<file path="src/rtl/mcpdtc_pkg.sv">
`timescale 1ns / 1ps
package mcpdtc_pkg;

  localparam int MAX_CH = 4;

  localparam int MEAS_W = 20;
  localparam int ERR_W  = 21;
  localparam int DIFF_W = 22;
  localparam int GAIN_W = 24;
  localparam int LIM_W  = 23;
  localparam int CMD_W  = 24;
  localparam int PKP_W  = GAIN_W + ERR_W;
  localparam int PKD_W  = GAIN_W + DIFF_W;
  localparam int SUM_W  = 48;
  localparam int FRAC_W = 16;

  localparam int QDEPTH = 2;
  localparam int QAW    = $clog2(QDEPTH);
  localparam int QCW    = $clog2(QDEPTH + 1);

  localparam logic signed [GAIN_W-1:0] KP_RST  = 24'sd573440;
  localparam logic signed [GAIN_W-1:0] KD_RST  = 24'sd0;
  localparam logic        [LIM_W-1:0]  LIM_RST = 23'd300000;
  localparam logic signed [MEAS_W-1:0] TGT_RST = 20'sd1600;

  typedef logic signed [MEAS_W-1:0] meas_t;
  typedef logic signed [ERR_W-1:0]  err_t;
  typedef logic signed [DIFF_W-1:0] diff_t;
  typedef logic signed [GAIN_W-1:0] gain_t;
  typedef logic        [LIM_W-1:0]  lim_t;
  typedef logic signed [CMD_W-1:0]  cmd_t;

  typedef struct packed {
    err_t  [MAX_CH-1:0] err;
    diff_t [MAX_CH-1:0] diff;
  } frame_t;

  typedef enum logic [2:0] {
    REG_KP   = 3'd0,
    REG_KD   = 3'd1,
    REG_MAX  = 3'd2,
    REG_TGT0 = 3'd3,
    REG_TGT1 = 3'd4,
    REG_TGT2 = 3'd5,
    REG_TGT3 = 3'd6
  } reg_idx_t;

endpackage

</file>
<file path="src/rtl/mcpdtc_front.sv">
`timescale 1ns / 1ps
module mcpdtc_front #(
  parameter int CHANNELS = 4
) (
  input  logic                                       clk,
  input  logic                                       rst_n,
  input  logic                                       in_valid,
  output logic                                       in_ready,
  input  mcpdtc_pkg::meas_t [mcpdtc_pkg::MAX_CH-1:0] meas,
  input  mcpdtc_pkg::meas_t [mcpdtc_pkg::MAX_CH-1:0] tgt,
  output logic                                       push_valid,
  input  logic                                       push_ready,
  output mcpdtc_pkg::frame_t                         push_frame
);
  import mcpdtc_pkg::*;

  logic  accept;
  err_t  err_a  [MAX_CH];
  diff_t diff_a [MAX_CH];

  assign in_ready   = push_ready;
  assign push_valid = in_valid;
  assign accept     = in_valid && push_ready;

  for (genvar c = 0; c < MAX_CH; c++) begin : g_lane
    if (c < CHANNELS) begin : g_act
      err_t prev_r;

      assign err_a[c]  = ERR_W'($signed(tgt[c])) - ERR_W'($signed(meas[c]));
      assign diff_a[c] = DIFF_W'(err_a[c]) - DIFF_W'(prev_r);

      always_ff @(posedge clk) begin
        if (!rst_n) begin
          prev_r <= '0;
        end else if (accept) begin
          prev_r <= err_a[c];
        end
      end
    end else begin : g_idle
      // An unused lane carries zeros, so the back end produces a zero command.
      assign err_a[c]  = '0;
      assign diff_a[c] = '0;
    end
  end

  always_comb begin
    push_frame = '0;
    for (int c = 0; c < MAX_CH; c++) begin
      push_frame.err[c]  = err_a[c];
      push_frame.diff[c] = diff_a[c];
    end
  end

endmodule

</file>
<file path="config.mk">
export PLATFORM = sky130hd
export DESIGN_NAME = mcpdtc_front
export DESIGN_NICKNAME = d
export VERILOG_FILES = /design/src/rtl/mcpdtc_pkg.sv /design/src/rtl/mcpdtc_front.sv
export SDC_FILE = /design/constraint.sdc
export NUM_CORES = 1
export LEC_CHECK = 0
export BUFFER_PORTS_ARGS = -buffer_cell sky130_fd_sc_hd__buf_4
export CAP_MARGIN = 10
export CORE_AREA = 2 2 150 152
export DETAILED_ROUTE_END_ITERATION = 16
export DIE_AREA = 0 0 152 154
export PLACE_DENSITY_LB_ADDON = 0.25
export SYNTH_ARGS = -nofsm -noshare
export SYNTH_HDL_FRONTEND = slang
export SYNTH_SLANG_ARGS = --single-unit
</file>
<file path="constraint.sdc">
create_clock -name clk -period 4.65 [get_ports clk]
set_clock_uncertainty 0.1 [all_clocks]
set_input_delay 0.2325 -clock clk [delete_from_list [all_inputs] [get_ports clk]]
set_output_delay 0.2325 -clock clk [all_outputs]
set_load 0.01 [all_outputs]
</file>
---- Word level (Yosys, flattened, before mapping) ----
Index checks and enable logic that the tools add are counted.
word-level totals
  input bits .............................. 164
  bits in latches ......................... 0
  logic and storage cells ................. 13
  output and inout port bits .............. 174
  bits in read-only memories .............. 0
  register bits after elaboration ......... 84
  memories ................................ 0
  bits in writable memories ............... 0
cells by class
  reduce and logical (&&, ||, !) cells .... 1
  equal/unequal tests ..................... 0
  multiply operators ...................... 0
  divide/modulo/power cells ............... 0
  shift operators ......................... 0
  mux-type cells .......................... 0
  bitwise gates (word level) .............. 0
  magnitude comparators ................... 0
  add/subtract/negate cells ............... 8
operators by type and width
  kind                          number
  subtractor 21 x 21 -> 22 bit  4
  subtractor 20 x 20 -> 21 bit  4
  logical AND 1 bit             1

---- Depth between registers and ports, before layout ----
  depth after elaboration ................. 2
  gate-level depth with buffers ........... 20
  mapped depth without buffers ............ 20

---- Worst setup path before layout ----
No wires, ideal clock.
  path kind ............................... input to output
  start ................................... input tgt[60] in the netlist's numbering
  end ..................................... output push_frame[87] in the netlist's numbering
  arrival ................................. 4.181 ns
  required time ........................... 4.318 ns
  stages on the path ...................... 20
  slack ................................... 0.137 ns
  path through ............................ inv_1 > ha_1 > inv_1 > fa_1 > a21o_1 > a21oi_1 > o21bai_1 > a21oi_1 > a21oi_1 > a31oi_1 > xnor2_1 > ha_1 > a21oi_1 > o21ai_1 > a21o_1 > a221o_1 > o21bai_1 > a211oi_2 > a21oi_1 > o31ai_1
RTL lines
  what         line                source
  from (decl)  mcpdtc_front.sv:10  input mcpdtc_pkg::meas_t [mcpdtc_pkg::MAX_CH-1:0] tgt,
  to (decl)    mcpdtc_front.sv:13  output mcpdtc_pkg::frame_t push_frame

==> impl_metrics.py <==
metrics = {
    "status": {
        "status": "completed",
    },
    "finish": {
        "stdcell_area_mm2": 0.01491,
        "final_nets": 2241,
        "area_delta_synth_final_pct": 29.51,
        "largest_reg_flops": 84,
        "drive_gt1_share_pct": 22.96,
        "largest-register": "g_lane.g_act.prev_r",
        "largestRegisters": "g_lane.g_act.prev_r x84",
    },
    "hold_path": {
        "hold_start": "meas[60]",
        "hp-class": "in2reg",
    },
    "power_and_ir_drop": {
        "irDropWorstVdd_v": 0.0001954,
        "leakage_nw": 7.161,
        "finalPower_w": 0.005816,
        "pwr_density_cell_mw_per_mm2": 390.0,
    },
    "detailed_routing": {
        "drt-initial-drc-count": 689,
        "drt-pass1-iter-count": 5,
        "wl_um": 35750,
        "antenna_left": 0,
        "wire_per_inst_um": 16.33,
        "drt_drc_violations_left": 0,
        "via_count": 12590,
        "vias_per_cell": 5.750,
    },
    "clock_tree": {
        "clock_path_buffers": 2,
        "cts_buffers": 9,
        "post_cts_hold_buffer_count": 0,
        "root_buffer": "clkbuf_16",
        "clkSinkCount": 84,
        "cts.clk_slew.worst_paths_ns": 0.06,
        "cts_tree": "built",
        "h-tree-depth": 3,
        "clock_latency_ns": 0.35,
    },
    "synthesis": {
        "syn-num-nets": 1912,
        "synth.area.top_cells": "ha_1 18%, dfxtp_1 15%, inv_1 6.9%",
        "yosysTopAreaCell": "ha_1",
        "ys_async_sr_fraction_pct": 0,
        "syn_area_mm2": 0.01151,
        "synth-edff-count": 0,
        "synth_cells": 1576,
        "yosysWarnings": 0,
        "ys_types": 75,
        "synth.top_cell.area_share_pct": 17.82,
        "ys_ff_latch": 84,
        "ys.flop_type": "dfxtp_1",
        "syn_area_per_cell_um2": 7.306,
        "ys_seq_area_share_pct": 14.60,
    },
    "setup_path": {
        "crit_path_frequent_cell": "a21oi_2",
        "r2r_start": "g_lane[3].g_act.prev_r[16]$_SDFFE_PN0P_",
        "crit_buf_inv": 5,
        "path_max_fanout": 4,
        "end_kind": "output port",
        "crit_type": "in2out",
        "cpPeakStageDelay_ns": 0.37,
        "startpoint_type": "primary input",
        "crit_path_cell_trace": "buf_6, inv_4, ha_4, inv_2, fa_2, a21o_1, a21oi_2, o21bai_1, a21oi_2, buf_6, o21ai_4, a21oi_2, xnor2_2, ha_1, a21oi_2, o21ai_1, a21o_1, a221o_1, o21bai_4, a211oi_2, a21oi_1, o31ai_1, buf_4",
        "cp.required_ns": 4.32,
        "arrival_ns": 4.21,
        "critical_path.top_delay_family": "compound AO/OA/AOI/OAI gates",
        "startpoint": "tgt[60]",
        "worst_path_max_delay_cell": "a221o_1",
    },
    "timing": {
        "maxSlewViolCount": 0,
        "rsz0062_at_grt": "true",
        "tightest_slew_ns": 0.9902,
        "hold_violations": 0,
        "slew-limit-headroom_pct": 33.75,
        "layout_min_cycle_time_ns": 4.544,
        "setup_viol": 0,
        "fin_crit_sh_pct": 97.71,
        "clock.fmax_mhz": 220.1,
    },
    "grt": {
        "grt-ovfl-total": 0,
        "track_usage_pct": 29.07,
        "grt_pass1_wl_um": 57190,
        "grt_max_degree": 52,
        "grt_pass1_vias": 12150,
        "antenna_found_initial": 1,
    },
    "floorplan": {
        "die_width_um": 152,
        "fp.coreArea_mm2": 0.02169,
        "start_util_pct": 53.09,
        "dieHeight_um": 154,
        "io_pins": 338,
        "die_area_mm2": 0.02341,
        "num_rows": 54,
    },
    "place": {
        "place_hpwl_um": 28560,
        "gp_congestion": 0.9183,
        "dpl_cell_area_mm2": 0.01439,
        "portBuffers": 337,
    },
    "flow_run": {
        "cap_violations": 0,
    },
}
-- cell type report --
| type | count | area [um^2] |
|---|---|---|
| antenna | 1 | 2.502 |
| clock buffer | 12 | 256.5 |
| clock inverter | 2 | 35.03 |
| fill | 1878 | 6775 |
| inverter | 213 | 802.0 |
| multi-input combinational | 1220 | 8947 |
| sequential | 84 | 1682 |
| tap | 280 | 350.3 |
| timing repair buffer | 377 | 2838 |
-- cell families (layout without fill, tap and decap cells) --
logic type / after synthesis / count (layout) / synth area share [%]
flip-flops: 84 / 84 / 14.60
buffers and inverters: 272 / 604 / 8.986
multiplexers: 14 / 14 / 1.217
AO/OA/AOI/OAI: 466 / 466 / 27.26
AND/OR/NAND/NOR: 435 / 435 / 18.60
other: 0 / 1 / 0
XOR/XNOR: 133 / 133 / 10.12
adder cells (fa/ha/maj): 172 / 172 / 19.21
-- cell usage after synthesis, types with 9 or more instances --
library cell	count
inv_1	212
ha_1	164
a21oi_1	134
nand2_1	115
nor2_1	109
dfxtp_1	84
xnor2_1	81
a21o_1	73
xor2_1	52
clkbuf_1	47
o21ai_0	41
nand3_1	38
nor2b_1	31
o21a_1	31
nand4_1	28
a211oi_1	24
o21ai_1	22
a31oi_1	19
and3_1	19
nand2b_1	18
nor3_1	16
or3_1	15
mux2i_1	14
o21bai_1	14
and2_1	12
o211ai_1	9
-- worst reg2reg max path: cells and delay by family, from the launching register on --
kind | cells | cell delay, ns
buf+inv | 1 | 0.07
compound gates | 2 | 0.43
flops | 1 | 0.31
-- timing repair --
action                     in CTS  in global routing
pin swaps                       2                 26
setup endpoints to repair       2                 12
gates cloned                    0                  0
resized for setup               2                 28
setup buffers                   1                  9
hold endpoints to repair        0                  0
-- power by group --
group / switching, W / internal, W / total (W)
logic: 0.00225 / 0.00201 / 0.00426
registers: 0.0000240 / 0.000776 / 0.000801
clock network: 0.000318 / 0.000440 / 0.000758
total: 0.00259 / 0.00323 / 0.00582
-- path summary, 6_finish.rpt --
path                                              to  slack, ns  cells after the start
min           g_lane[3].g_act.prev_r[0]$_SDFFE_PN0P_       0.11                      3
max reg2reg  g_lane[3].g_act.prev_r[16]$_SDFFE_PN0P_       3.65                      3
min reg2reg   g_lane[2].g_act.prev_r[7]$_SDFFE_PN0P_       0.35                      2
max                                   push_frame[87]       0.11                     23
-- layout by cell type (no fill, tap or decap), types with 7 or more instances in the layout --
cell / count
a21o_1: 73
a21oi_2: 13
nand2_1: 114
fa_1: 7
inv_1: 210
or4_1: 8
a21oi_1: 125
xnor2_1: 79
o21a_1: 31
ha_1: 162
nand2b_1: 18
xor2_1: 51
dfxtp_1: 84
o21ai_1: 21
buf_4: 375
and3_1: 19
nor2_1: 109
o21bai_1: 13
nor2b_1: 31
a31oi_1: 17
o31ai_1: 7
nor3_1: 16
a211oi_1: 24
o21ai_0: 41
or3_1: 14
mux2i_1: 14
clkbuf_16: 9
nand4_1: 28
nand3_1: 38
o211ai_1: 9
and2_1: 11
-- through the flow --
step	std cells	hold WS [ns]	utilization (%)	setup slack (ns)	setup TNS, ns
after floorplan	1576	0.3363	-	0.1366	0
after global placement	2164	0.3421	66.35	0.01919	0
after detailed placement	2164	0.3469	66.35	-0.06792	-0.1159
after CTS	2179	0.1470	67.76	0.03590	0
after global routing	2189	0.1065	68.76	-0.1229	-0.2200
final	2189	0.1088	68.76	0.1063	0
-- per-layer routing --
| layer | track usage (%) | wire length, um | part of all wire, % |
|---|---|---|---|
| met5 | 0 | 0 | 0 |
| met4 | 10.59 | 1171 | 3.3 |
| met3 | 4.030 | 2177 | 6.1 |
| met2 | 52.66 | 17250 | 48 |
| met1 | 35.01 | 15150 | 42 |
Note: power is estimated with default switching activity, not from simulation.
